### src/hdl/mnna_pkg.sv
// ---------------------------------------------------------------------------
// mnna_pkg
// Types and constants of the greedy nearest-neighbor association block.
// ---------------------------------------------------------------------------
package mnna_pkg;

  localparam int POS_W       = 16;
  localparam int VAR_W       = 16;
  localparam int THR_W       = 16;
  localparam int IDX_W       = 5;
  localparam int SQ_W        = 32;
  localparam int DIST_W      = 34;
  localparam int PAIR_W      = 6;
  localparam int RESULT_LIMIT = 32;
  localparam int DIV_STEP_W  = 6;

  localparam logic [THR_W-1:0]  THRESH_RESET = 16'd1152;
  localparam logic [DIST_W-1:0] DIST_SAT     = {DIST_W{1'b1}};

  typedef enum logic [1:0] {
    OP_TRACK = 2'd0,
    OP_DET   = 2'd1,
    OP_RUN   = 2'd2,
    OP_NONE  = 2'd3
  } op_t;

  typedef struct packed {
    op_t              op;
    logic [POS_W-1:0] pos_x;
    logic [POS_W-1:0] pos_y;
    logic [VAR_W-1:0] var_x;
    logic [VAR_W-1:0] var_y;
  } item_t;

  typedef struct packed {
    logic [IDX_W-1:0] det_index;
    logic [IDX_W-1:0] track_index;
    logic             matched;
    logic             last;
  } result_t;

  typedef struct packed {
    logic [POS_W-1:0] x;
    logic [POS_W-1:0] y;
    logic [VAR_W-1:0] vx;
    logic [VAR_W-1:0] vy;
  } trk_rec_t;

  typedef struct packed {
    logic [POS_W-1:0] x;
    logic [POS_W-1:0] y;
  } det_rec_t;

  typedef struct packed {
    logic load_trk;
    logic load_det;
    logic run_start;
    logic t_rd;
    logic t_next;
    logic d_rd;
    logic d_next;
    logic sq_en;
    logic div_start;
    logic upd;
    logic pair;
    logic fin;
  } cmd_t;

  typedef struct packed {
    logic t_done;
    logic d_done;
    logic taken;
    logic gate_pass;
    logic var_zero;
    logic div_busy;
    logic pair_ok;
    logic pend_valid;
    logic out_free;
  } status_t;

  typedef enum logic [2:0] {
    S_IDLE,
    S_T_CHK,
    S_D_CHK,
    S_D_SQ,
    S_D_GATE,
    S_D_DIV,
    S_T_END,
    S_FIN
  } state_t;

endpackage

### src/hdl/mahalanobis_nearest_neighbor_assoc.sv
// A load (track or detection) is accepted while idle; a run holds the input until it ends.
// A run checks each track against each detection: a taken one is skipped, one
// outside the Euclidean gate or with zero variance needs no division, else the
// 32-step divider runs; closing emits the last word. Output stalls lengthen a run.
// Synchronous reset clears the counts, taken bits and output; the threshold
// returns to 1152. Track and detection memories are not cleared.
// ---------------------------------------------------------------------------
// mahalanobis_nearest_neighbor_assoc
// Greedy nearest-neighbor track to detection association with a gate on the
// squared Mahalanobis distance of diagonal covariance.
// ---------------------------------------------------------------------------
module mahalanobis_nearest_neighbor_assoc #(
  parameter int MAX_TRACKS     = 32,
  parameter int MAX_DETECTIONS = 32
) (
  input  logic                        clk,
  input  logic                        rst,
  input  logic                        in_valid,
  output logic                        in_ready,
  input  mnna_pkg::item_t             item,
  output logic                        out_valid,
  input  logic                        out_ready,
  output mnna_pkg::result_t           result,
  input  logic                        cfg_valid,
  output logic                        cfg_ready,
  input  logic [mnna_pkg::THR_W-1:0]  cfg_data
);

  mnna_pkg::cmd_t    cmd;
  mnna_pkg::status_t stat;

  assign cfg_ready = 1'b1;

  mnna_ctrl u_ctrl (
    .clk      (clk),
    .rst      (rst),
    .in_valid (in_valid),
    .op       (item.op),
    .in_ready (in_ready),
    .cmd      (cmd),
    .stat     (stat)
  );

  mnna_dp #(
    .MAX_TRACKS     (MAX_TRACKS),
    .MAX_DETECTIONS (MAX_DETECTIONS)
  ) u_dp (
    .clk       (clk),
    .rst       (rst),
    .cmd       (cmd),
    .stat      (stat),
    .item      (item),
    .cfg_valid (cfg_valid),
    .cfg_data  (cfg_data),
    .out_ready (out_ready),
    .out_valid (out_valid),
    .result    (result)
  );

endmodule

### src/hdl/mnna_div.sv
// ---------------------------------------------------------------------------
// mnna_div
// Restoring divider, one quotient bit per cycle, 32-bit by 16-bit unsigned.
// ---------------------------------------------------------------------------
module mnna_div (
  input  logic                           clk,
  input  logic                           rst,
  input  logic                           start,
  input  logic [mnna_pkg::SQ_W-1:0]      dividend,
  input  logic [mnna_pkg::VAR_W-1:0]     divisor,
  output logic                           busy,
  output logic [mnna_pkg::SQ_W-1:0]      quotient
);

  logic [mnna_pkg::VAR_W-1:0]      rem;
  logic [mnna_pkg::DIV_STEP_W-1:0] cnt;
  logic [mnna_pkg::VAR_W:0]        rem_sh;
  logic [mnna_pkg::VAR_W+1:0]      diff;

  assign rem_sh = {rem, quotient[mnna_pkg::SQ_W-1]};
  assign diff   = {1'b0, rem_sh} - {2'b00, divisor};

  always_ff @(posedge clk) begin
    if (rst) begin
      busy <= 1'b0;
      cnt  <= '0;
    end else if (start) begin
      busy <= 1'b1;
      cnt  <= mnna_pkg::DIV_STEP_W'(mnna_pkg::SQ_W);
    end else if (busy) begin
      cnt <= cnt - 1'b1;
      if (cnt == mnna_pkg::DIV_STEP_W'(1)) begin
        busy <= 1'b0;
      end
    end
  end

  always_ff @(posedge clk) begin
    if (start) begin
      rem      <= '0;
      quotient <= dividend;
    end else if (busy) begin
      if (!diff[mnna_pkg::VAR_W+1]) begin
        rem      <= diff[mnna_pkg::VAR_W-1:0];
        quotient <= {quotient[mnna_pkg::SQ_W-2:0], 1'b1};
      end else begin
        rem      <= rem_sh[mnna_pkg::VAR_W-1:0];
        quotient <= {quotient[mnna_pkg::SQ_W-2:0], 1'b0};
      end
    end
  end

endmodule

### src/hdl/mnna_dp.sv
// ---------------------------------------------------------------------------
// mnna_dp
// Datapath: track and detection memories, distance arithmetic, best-match
// tracking, pending pair and the output register.
// ---------------------------------------------------------------------------
module mnna_dp #(
  parameter int MAX_TRACKS     = 32,
  parameter int MAX_DETECTIONS = 32
) (
  input  logic                        clk,
  input  logic                        rst,
  input  mnna_pkg::cmd_t              cmd,
  output mnna_pkg::status_t           stat,
  input  mnna_pkg::item_t             item,
  input  logic                        cfg_valid,
  input  logic [mnna_pkg::THR_W-1:0]  cfg_data,
  input  logic                        out_ready,
  output logic                        out_valid,
  output mnna_pkg::result_t           result
);

  localparam int TCW = $clog2(MAX_TRACKS + 1);
  localparam int TAW = (MAX_TRACKS > 1) ? $clog2(MAX_TRACKS) : 1;
  localparam int DCW = $clog2(MAX_DETECTIONS + 1);
  localparam int DAW = (MAX_DETECTIONS > 1) ? $clog2(MAX_DETECTIONS) : 1;

  mnna_pkg::trk_rec_t trk_mem [MAX_TRACKS];
  mnna_pkg::det_rec_t det_mem [MAX_DETECTIONS];
  mnna_pkg::trk_rec_t trk_q;
  mnna_pkg::det_rec_t det_q;
  logic [MAX_DETECTIONS-1:0] taken;
  logic                      taken_q;

  logic [mnna_pkg::THR_W-1:0] thr;
  logic [TCW-1:0] track_count, t_idx;
  logic [DCW-1:0] det_count, d_idx;
  logic [mnna_pkg::PAIR_W-1:0] pairs;

  logic                        have;
  logic [DAW-1:0]              best;
  logic [mnna_pkg::DIST_W-1:0] best_dist;
  logic                        pend_valid;
  mnna_pkg::result_t           pend;

  logic [mnna_pkg::SQ_W-1:0] sx, sy;
  logic [mnna_pkg::SQ_W-1:0] qx, qy;
  logic                      busy_x, busy_y;

  logic signed [mnna_pkg::POS_W:0] dx, dy;
  logic [mnna_pkg::POS_W-1:0]      mx, my;
  logic [mnna_pkg::SQ_W:0]         esum;
  logic [mnna_pkg::DIST_W-1:0]     dist_new;
  logic                            better;
  logic                            trk_full, det_full;

  assign trk_full = (track_count == TCW'(MAX_TRACKS));
  assign det_full = (det_count == DCW'(MAX_DETECTIONS));

  // Differences are taken as magnitudes; every one fits in 16 bits.
  assign dx = {det_q.x[mnna_pkg::POS_W-1], det_q.x} - {trk_q.x[mnna_pkg::POS_W-1], trk_q.x};
  assign dy = {det_q.y[mnna_pkg::POS_W-1], det_q.y} - {trk_q.y[mnna_pkg::POS_W-1], trk_q.y};
  assign mx = dx[mnna_pkg::POS_W] ? mnna_pkg::POS_W'(-dx) : dx[mnna_pkg::POS_W-1:0];
  assign my = dy[mnna_pkg::POS_W] ? mnna_pkg::POS_W'(-dy) : dy[mnna_pkg::POS_W-1:0];

  assign esum     = {1'b0, sx} + {1'b0, sy};
  assign dist_new = stat.var_zero ? mnna_pkg::DIST_SAT
                                  : ({2'b00, qx} + {2'b00, qy});
  assign better   = !have || (dist_new < best_dist);

  always_comb begin
    stat.t_done     = (t_idx == track_count) ||
                      (pairs == mnna_pkg::PAIR_W'(mnna_pkg::RESULT_LIMIT));
    stat.d_done     = (d_idx == det_count);
    stat.taken      = taken_q;
    stat.gate_pass  = esum <= {8'd0, thr, 9'd0};
    stat.var_zero   = (trk_q.vx == '0) || (trk_q.vy == '0);
    stat.div_busy   = busy_x || busy_y;
    stat.pair_ok    = have && (best_dist < {18'd0, thr});
    stat.pend_valid = pend_valid;
    stat.out_free   = !out_valid || out_ready;
  end

  mnna_div u_div_x (
    .clk      (clk),
    .rst      (rst),
    .start    (cmd.div_start),
    .dividend (sx),
    .divisor  (trk_q.vx),
    .busy     (busy_x),
    .quotient (qx)
  );

  mnna_div u_div_y (
    .clk      (clk),
    .rst      (rst),
    .start    (cmd.div_start),
    .dividend (sy),
    .divisor  (trk_q.vy),
    .busy     (busy_y),
    .quotient (qy)
  );

  // Memories: one write port for loads, one registered read port each.
  always_ff @(posedge clk) begin
    if (cmd.load_trk && !trk_full) begin
      trk_mem[track_count[TAW-1:0]] <= '{x: item.pos_x, y: item.pos_y,
                                         vx: item.var_x, vy: item.var_y};
    end
    if (cmd.t_rd) begin
      trk_q <= trk_mem[t_idx[TAW-1:0]];
    end
  end

  always_ff @(posedge clk) begin
    if (cmd.load_det && !det_full) begin
      det_mem[det_count[DAW-1:0]] <= '{x: item.pos_x, y: item.pos_y};
    end
    if (cmd.d_rd) begin
      det_q   <= det_mem[d_idx[DAW-1:0]];
      taken_q <= taken[d_idx[DAW-1:0]];
    end
  end

  always_ff @(posedge clk) begin
    if (cmd.sq_en) begin
      sx <= mx * mx;
      sy <= my * my;
    end
    if (cmd.upd && better) begin
      best      <= d_idx[DAW-1:0];
      best_dist <= dist_new;
    end
    if (cmd.pair) begin
      pend <= '{det_index: 5'(best), track_index: 5'(t_idx), matched: 1'b1, last: 1'b0};
    end
  end

  always_ff @(posedge clk) begin
    if (rst) begin
      thr         <= mnna_pkg::THRESH_RESET;
      track_count <= '0;
      det_count   <= '0;
      t_idx       <= '0;
      d_idx       <= '0;
      pairs       <= '0;
      have        <= 1'b0;
      taken       <= '0;
      pend_valid  <= 1'b0;
      out_valid   <= 1'b0;
    end else begin
      if (cfg_valid) begin
        thr <= cfg_data;
      end
      if (cmd.load_trk && !trk_full) begin
        track_count <= track_count + 1'b1;
      end
      if (cmd.load_det && !det_full) begin
        det_count <= det_count + 1'b1;
      end
      if (cmd.run_start) begin
        t_idx      <= '0;
        pairs      <= '0;
        taken      <= '0;
        pend_valid <= 1'b0;
      end
      if (cmd.t_next) begin
        t_idx <= t_idx + 1'b1;
      end
      if (cmd.t_rd) begin
        d_idx <= '0;
        have  <= 1'b0;
      end
      if (cmd.d_next) begin
        d_idx <= d_idx + 1'b1;
      end
      if (cmd.upd && better) begin
        have <= 1'b1;
      end
      if (cmd.pair) begin
        taken[best] <= 1'b1;
        pairs       <= pairs + 1'b1;
        pend_valid  <= 1'b1;
      end
      if (cmd.fin) begin
        track_count <= '0;
        det_count   <= '0;
        taken       <= '0;
      end
      // The previous pair is only known not to be the last once a new one
      // is found, so it moves to the output then.
      if ((cmd.pair && pend_valid) || cmd.fin) begin
        out_valid <= 1'b1;
      end else if (out_ready) begin
        out_valid <= 1'b0;
      end
    end
  end

  always_ff @(posedge clk) begin
    if (cmd.pair && pend_valid) begin
      result <= pend;
    end else if (cmd.fin) begin
      if (pend_valid) begin
        result <= '{det_index: pend.det_index, track_index: pend.track_index,
                    matched: 1'b1, last: 1'b1};
      end else begin
        result <= '{det_index: '0, track_index: '0, matched: 1'b0, last: 1'b1};
      end
    end
  end

endmodule

### src/hdl/mnna_ctrl.sv
// ---------------------------------------------------------------------------
// mnna_ctrl
// Controller: sequences loads and the track-by-detection association scan.
// ---------------------------------------------------------------------------
module mnna_ctrl (
  input  logic              clk,
  input  logic              rst,
  input  logic              in_valid,
  input  mnna_pkg::op_t     op,
  output logic              in_ready,
  output mnna_pkg::cmd_t    cmd,
  input  mnna_pkg::status_t stat
);

  mnna_pkg::state_t state, state_next;

  always_ff @(posedge clk) begin
    if (rst) begin
      state <= mnna_pkg::S_IDLE;
    end else begin
      state <= state_next;
    end
  end

  always_comb begin
    state_next = state;
    cmd        = '0;
    in_ready   = 1'b0;
    case (state)
      mnna_pkg::S_IDLE: begin
        in_ready = 1'b1;
        if (in_valid) begin
          case (op)
            mnna_pkg::OP_TRACK: cmd.load_trk = 1'b1;
            mnna_pkg::OP_DET:   cmd.load_det = 1'b1;
            mnna_pkg::OP_RUN: begin
              cmd.run_start = 1'b1;
              state_next    = mnna_pkg::S_T_CHK;
            end
            default: ;
          endcase
        end
      end
      mnna_pkg::S_T_CHK: begin
        if (stat.t_done) begin
          state_next = mnna_pkg::S_FIN;
        end else begin
          cmd.t_rd   = 1'b1;
          state_next = mnna_pkg::S_D_CHK;
        end
      end
      mnna_pkg::S_D_CHK: begin
        if (stat.d_done) begin
          state_next = mnna_pkg::S_T_END;
        end else begin
          cmd.d_rd   = 1'b1;
          state_next = mnna_pkg::S_D_SQ;
        end
      end
      mnna_pkg::S_D_SQ: begin
        if (stat.taken) begin
          cmd.d_next = 1'b1;
          state_next = mnna_pkg::S_D_CHK;
        end else begin
          cmd.sq_en  = 1'b1;
          state_next = mnna_pkg::S_D_GATE;
        end
      end
      mnna_pkg::S_D_GATE: begin
        if (!stat.gate_pass) begin
          cmd.d_next = 1'b1;
          state_next = mnna_pkg::S_D_CHK;
        end else if (stat.var_zero) begin
          // A zero variance saturates the distance, no division needed.
          cmd.upd    = 1'b1;
          cmd.d_next = 1'b1;
          state_next = mnna_pkg::S_D_CHK;
        end else begin
          cmd.div_start = 1'b1;
          state_next    = mnna_pkg::S_D_DIV;
        end
      end
      mnna_pkg::S_D_DIV: begin
        if (!stat.div_busy) begin
          cmd.upd    = 1'b1;
          cmd.d_next = 1'b1;
          state_next = mnna_pkg::S_D_CHK;
        end
      end
      mnna_pkg::S_T_END: begin
        if (!stat.pair_ok) begin
          cmd.t_next = 1'b1;
          state_next = mnna_pkg::S_T_CHK;
        end else if (!stat.pend_valid || stat.out_free) begin
          cmd.pair   = 1'b1;
          cmd.t_next = 1'b1;
          state_next = mnna_pkg::S_T_CHK;
        end
      end
      mnna_pkg::S_FIN: begin
        if (stat.out_free) begin
          cmd.fin    = 1'b1;
          state_next = mnna_pkg::S_IDLE;
        end
      end
      default: state_next = mnna_pkg::S_IDLE;
    endcase
  end

endmodule

### config.mk
export PLATFORM = sky130hd
export DESIGN_NAME = mahalanobis_nearest_neighbor_assoc
export DESIGN_NICKNAME = d
export VERILOG_FILES = /design/src/hdl/mnna_pkg.sv /design/src/hdl/mahalanobis_nearest_neighbor_assoc.sv /design/src/hdl/mnna_div.sv /design/src/hdl/mnna_dp.sv /design/src/hdl/mnna_ctrl.sv
export SDC_FILE = /design/constraint.sdc
export NUM_CORES = 2
export LEC_CHECK = 0
export BUFFER_PORTS_ARGS = -buffer_cell sky130_fd_sc_hd__buf_2
export CAP_MARGIN = 20
export CORE_ASPECT_RATIO = 1.5
export CORE_MARGIN = 5
export CORE_UTILIZATION = 35
export CTS_CLUSTER_DIAMETER = 40
export DETAILED_ROUTE_END_ITERATION = 12
export GPL_ROUTABILITY_DRIVEN = 0
export PLACE_DENSITY = 0.53
export SYNTH_ARGS = -nofsm -noshare
export SYNTH_HDL_FRONTEND = slang
export SYNTH_HIERARCHICAL = 1
export SYNTH_SLANG_ARGS = --single-unit
### constraint.sdc
create_clock -name clk -period 13.9 [get_ports clk]
set_input_delay 2.085 -clock clk [delete_from_list [all_inputs] [get_ports clk]]
set_output_delay 2.085 -clock clk [all_outputs]
set_load 0.02 [all_outputs]
# Yosys cells after proc, flatten, opt, wreduce, memory -nomap -nowiden
# Memory sizes are Yosys's and may differ from the RTL's. A register that Yosys moved wholly into a read port is not among the register bits.
# Index checks and enable logic that the tools add are counted.
# totals
reg_bits,320
ramBits,3072
in_bits,87
output_inout_bits,15
memories,2
# mem_list
name,depth,word_bits,rd,rd_clocked_by_memory_dff,wr,line_no,rtl
u_dp.trk_mem,32,64,1,1,1,mnna_dp.sv:27,mnna_pkg::trk_rec_t trk_mem [MAX_TRACKS];
u_dp.det_mem,32,32,1,1,1,mnna_dp.sv:28,mnna_pkg::det_rec_t det_mem [MAX_DETECTIONS];
# classes
n_addsub,15
multipliers,2
magnitude_cmp,6
eq_ne,21
muxes,86
bitwise,1
reduce_logical,33
# ops
cell,n
$mux 32,7
$add 32x32->33,2
$mul 16x16->32,2
$mux 16,4
$mux 6,9
$mux 1,43
$mux 3,13
$mux 12,3
$sub 17x16->18,2
$lt 34x16->1,1
$lt 34x34->1,1
$mux 34,1
$sub 16x16->17,2
$le 33x25->1,1
$logic_not 16->1,2
$neg 16->16,2
$or 32x32->32,1
$add 6x1->6 const B,5
$pmux 3 s8,1
$eq 6x6->1 const B,3
$reduce_bool 2->1,8
$eq 3x3->1 const B,4
$eq 6x1->1 const B,2
$eq 6x6->1,2
22 further kinds,43

# Logic depth before layout (Yosys ltp)
# depth
ltp_word,9
mapped_depth,39

# By module
# Netlist, hierarchy kept.
# modules_own_cells
mod,n_inst,cells_per_inst,area_per_inst_um2
mnna_dp,1,7734,148030.7
mnna_div (u_dp.u_div_x),1,319,3306.9
mnna_div (u_dp.u_div_y),1,284,3149.3
mnna_ctrl,1,60,456.7
mahalanobis_nearest_neighbor_assoc,1,2,11.3

# Worst setup path after synthesis
# No wires, ideal clock.
# synth_timing
path_kind,register to register
from,register u_dp/trk_q[32] (netlist name)
to,register u_dp/sy[31] (netlist bit) (data pin)
arrival_ns,8.342
slack_ns,5.300
path_stages_with_launch,32
path_buffers,1
period_less_slack_ns,8.600
cell_sequence,edfxtp_1 -> ha_1 -> fa_1 -> nand2b_1 -> a2111oi_0 -> nand3b_1 -> a21o_1 -> a211oi_1 -> nor3_2 -> buf_2 -> nor2_1 -> xor2_1 -> inv_2 -> nand2_1 -> fa_1 -> fa_1 -> inv_1 -> fa_1 -> fa_1 -> fa_1 -> fa_1 -> ha_1 -> a21o_1 -> a21o_1 -> a221oi_1 -> or3_1 -> a31oi_1 -> o22a_1 -> a41oi_1 -> mux2i_1 -> a21oi_1 -> xnor2_1
# synth_via
elab_chain_len,4
# synth_lines
element,line_no,rtl
$sub 16x16->17 (*),mnna_dp.sv:61,"assign dy = {det_q.y[mnna_pkg::POS_W-1], det_q.y} - {trk_q.y[mnna_pkg::POS_W-1], trk_q.y};"
$neg 16->16,mnna_dp.sv:63,assign my = dy[mnna_pkg::POS_W] ? mnna_pkg::POS_W'(-dy) : dy[mnna_pkg::POS_W-1:0];
$mux 16 (*),mnna_dp.sv:63,
$mul 16x16->32 (*),mnna_dp.sv:127,sy <= my * my;
end signal: assignment,mnna_dp.sv:127,
end: declaration,mnna_dp.sv:45,"logic [mnna_pkg::SQ_W-1:0] sx, sy;"
# Every way passes the cells marked *; elsewhere a longest branch is shown, timed or not.
# A chain may end at the register's enable or synchronous reset.

# Final worst setup path
# layout_timing
from,register u_dp/trk_q[32] (netlist name)
to,register u_dp/sy[31] (netlist bit) (data pin)
# layout_via
elab_chain_len,4
# layout_lines
element,line_no
$sub 16x16->17 (*),mnna_dp.sv:61
$neg 16->16,mnna_dp.sv:63
$mux 16 (*),mnna_dp.sv:63
$mul 16x16->32 (*),mnna_dp.sv:127
# Marks and branches as above.

==> qor.csv <==
metric,value,unit
status,"finished, final reports clean",
grt_max_degree,129,
setup-violations-final,0,
postSynthCellCount,8399,
drc,0,
clock-root-buffer,clkbuf_16,
wl_per_cell,28.0,um
vias_per_cell,5.29,
dp_hpwl,252,mm
die-area,456000,sq um
critPathArrivalTime,11380,ps
grt_setup_unrepaired,no,
drt_wl_total,419,mm
grt_pass1_wl,602,mm
multi_input_area,48200,sq um
setup.worst_path.start,u_dp/trk_q[32],
pre_cts_slack,3160,ps
drtIter0Drc,6398,
portBuffers,100,
drive_above_1_share,0.243,
rows,299,
fmax,0.0933,GHz
ios,102,
clkLatencyLatePin,970,ps
hold_viol_final,0,
area_growth,14.1,%
dr.pass1.iters,8,
yosys_register_bits,3486,
start_kind,flip-flop,
min-delay-path-class,reg -> reg,
worst-slew-pin-transition,1140,ps
cts.repair.resized,0,
detail-route-antenna-nets,0,
fillCellCount,39600,
final_nets,9560,
synth_area,155000,sq um
die_w,553,um
postCtsHoldBufs,0,
antenna_found_initial,46,
final_common_cell,edfxtp_1,
cts.sinks,3486,
synth.top_cells.by_area,"edfxtp_1 (65%), mux4_2 (14%), fa_1 (4.3%)",
async_flop_share,0,
slew_viol_final,0,
cts.clk_slew.worst_paths,60,ps
min_from,u_dp/u_div_y/rem[2],
worst_setup_path_end_kind,flip-flop,
synth_edf_count,3356,
htreeDepth,5,
crit_path_max_fanout,16,
crit_type,reg -> reg,
post_cts_buffers,0,
final_cell_mix,"edfxtp_1 (3,356), mux4_2 (970), inv_1 (662), ha_1 (402), clkbuf_16 (389)",
worstHoldPathCells,2,
required,14560,ps
cts_buffers,384,
seq_area,103000,sq um
initial_utilization,0.351,
synth_top_area_share,0.650,
cts_buffer_depth,4,
ys.flop_type,edfxtp_1,
grt.overflow.total,0,
fin_tns_setup,0,ps
vias,79000,
synth-warning-count,6,
core,441000,sq um
grt_pass1_vias,84300,
slowest_stage,nor3_2,
ys_seq_area_frac,0.667,
grtUsageTotal,0.180,
worstReg2RegStart,u_dp/trk_q[32],
relSlewSlack,0.235,
synth_cell_types,111,
cts_tree,built,
worst_slack,3180,ps
syn_avg_cell_area,18.4,sq um
clock_skew,116,ps
slowest_delay,810,ps
period_needed,10720,ps
yosys.area.top_type,edfxtp_1,
max_cap_viol_count,0,
die_y,825,um
finalCritPeriodShare,0.771,
ff2ff_path_depth,35,
-- critical path, delay by kind of cell (launching register included) --
| kind | cells | cell delay (ps) |
|---|---|---|
| adder cells (fa/ha/maj) | 9 | 3880 |
| AO/OA/AOI/OAI | 10 | 2490 |
| AND/OR/NAND/NOR | 6 | 1890 |
| buffers and inverters | 7 | 850 |
| XOR/XNOR | 2 | 800 |
| flip-flops | 1 | 370 |
| multiplexers | 1 | 210 |
-- per-stage QoR --
step / instances / area [sq um] / utilization / hold WS (ps)
after floorplan: 8400 / 155000 / - / 406
after global placement: 14200 / 163000 / 0.370 / 467
after detailed placement: 14200 / 163000 / 0.370 / 469
after CTS: 14900 / 176000 / 0.399 / 482
after global routing: 14900 / 177000 / 0.400 / 491
final: 14900 / 177000 / 0.400 / 475
-- path summary, 6_finish.rpt --
| path | end | slack, ps |
|---|---|---|
| max reg2reg | u_dp/sy[31] | 3180 |
| max | u_dp/sy[31] | 3180 |
| min | u_dp/u_div_y/rem[2] | 470 |
| min reg2reg | u_dp/u_div_y/rem[2] | 470 |
-- Yosys cell counts (all sizes together), types with 6 or more instances --
cell,number
a21oi,202
nand2b,38
fa,329
nor2b,31
edfxtp,3356
nand3b,14
a211o,11
ha,402
clkbuf,241
inv,680
a41oi,17
o21bai,24
o2111ai,12
a2111oi,14
or2,17
nand2,268
xor2,85
mux2i,39
nor3,61
and3,18
a22oi,36
mux2,161
a311oi,9
o31ai,29
o211ai,15
nand4,37
buf,95
and2,26
xnor2,125
a221oi,6
a21o,85
a211oi,39
nor3b,16
a31oi,18
a32oi,6
o21ai,111
nand3,60
or3,12
nor4b,8
nor2,410
or4,7
o21a,33
mux4,970
nor4,23
dfxtp,130
-- metal layers --
layer,vias up,part of all wire,global-route usage
li1,33800,-,-
met1,42600,0.38,0.211
met2,1913,0.55,0.340
met3,660,0.041,0.0235
met4,32,0.034,0.0578
met5,-,0.00046,0
-- logic make-up (layout without fill, tap and decap cells) --
family                   Yosys count  after routing  synth area share
flip-flops                      3486           3486             0.667
multiplexers                    1170           1170             0.155
AND/OR/NAND/NOR                 1064           1064            0.0324
buffers and inverters           1019           1678            0.0255
adder cells (fa/ha/maj)          731            731            0.0750
AO/OA/AOI/OAI                    715            715            0.0319
XOR/XNOR                         212            212            0.0128
other                              2             11         0.0000485
-- flip-flops by register name, indices dropped and copies added, names as in the netlist, 31 cells and up --
signal	count
u_dp/trk_mem	2048
u_dp/sx	31
u_dp/taken	32
u_dp/det_mem	1024
u_dp/u_div_x/quotient	32
u_dp/best_dist	34
u_dp/det_q	32
u_dp/trk_q	64
u_dp/sy	31
u_dp/u_div_y/quotient	32
-- area by class of cell --
| type | count | area share |
|---|---|---|
| Sequential cell | 3486 | 0.585 |
| Tap cell | 5869 | 0.0415 |
| Multi-Input combinational cell | 3895 | 0.272 |
| Clock buffer | 444 | 0.0564 |
| Inverter | 683 | 0.0145 |
| Antenna cell | 8 | 0.000113 |
| Clock inverter | 259 | 0.0168 |
| Timing Repair Buffer | 292 | 0.0131 |
Power is left out: the tool's default activity adds up to more than one toggle a clock period on the data nets, which glitch-free logic cannot reach.
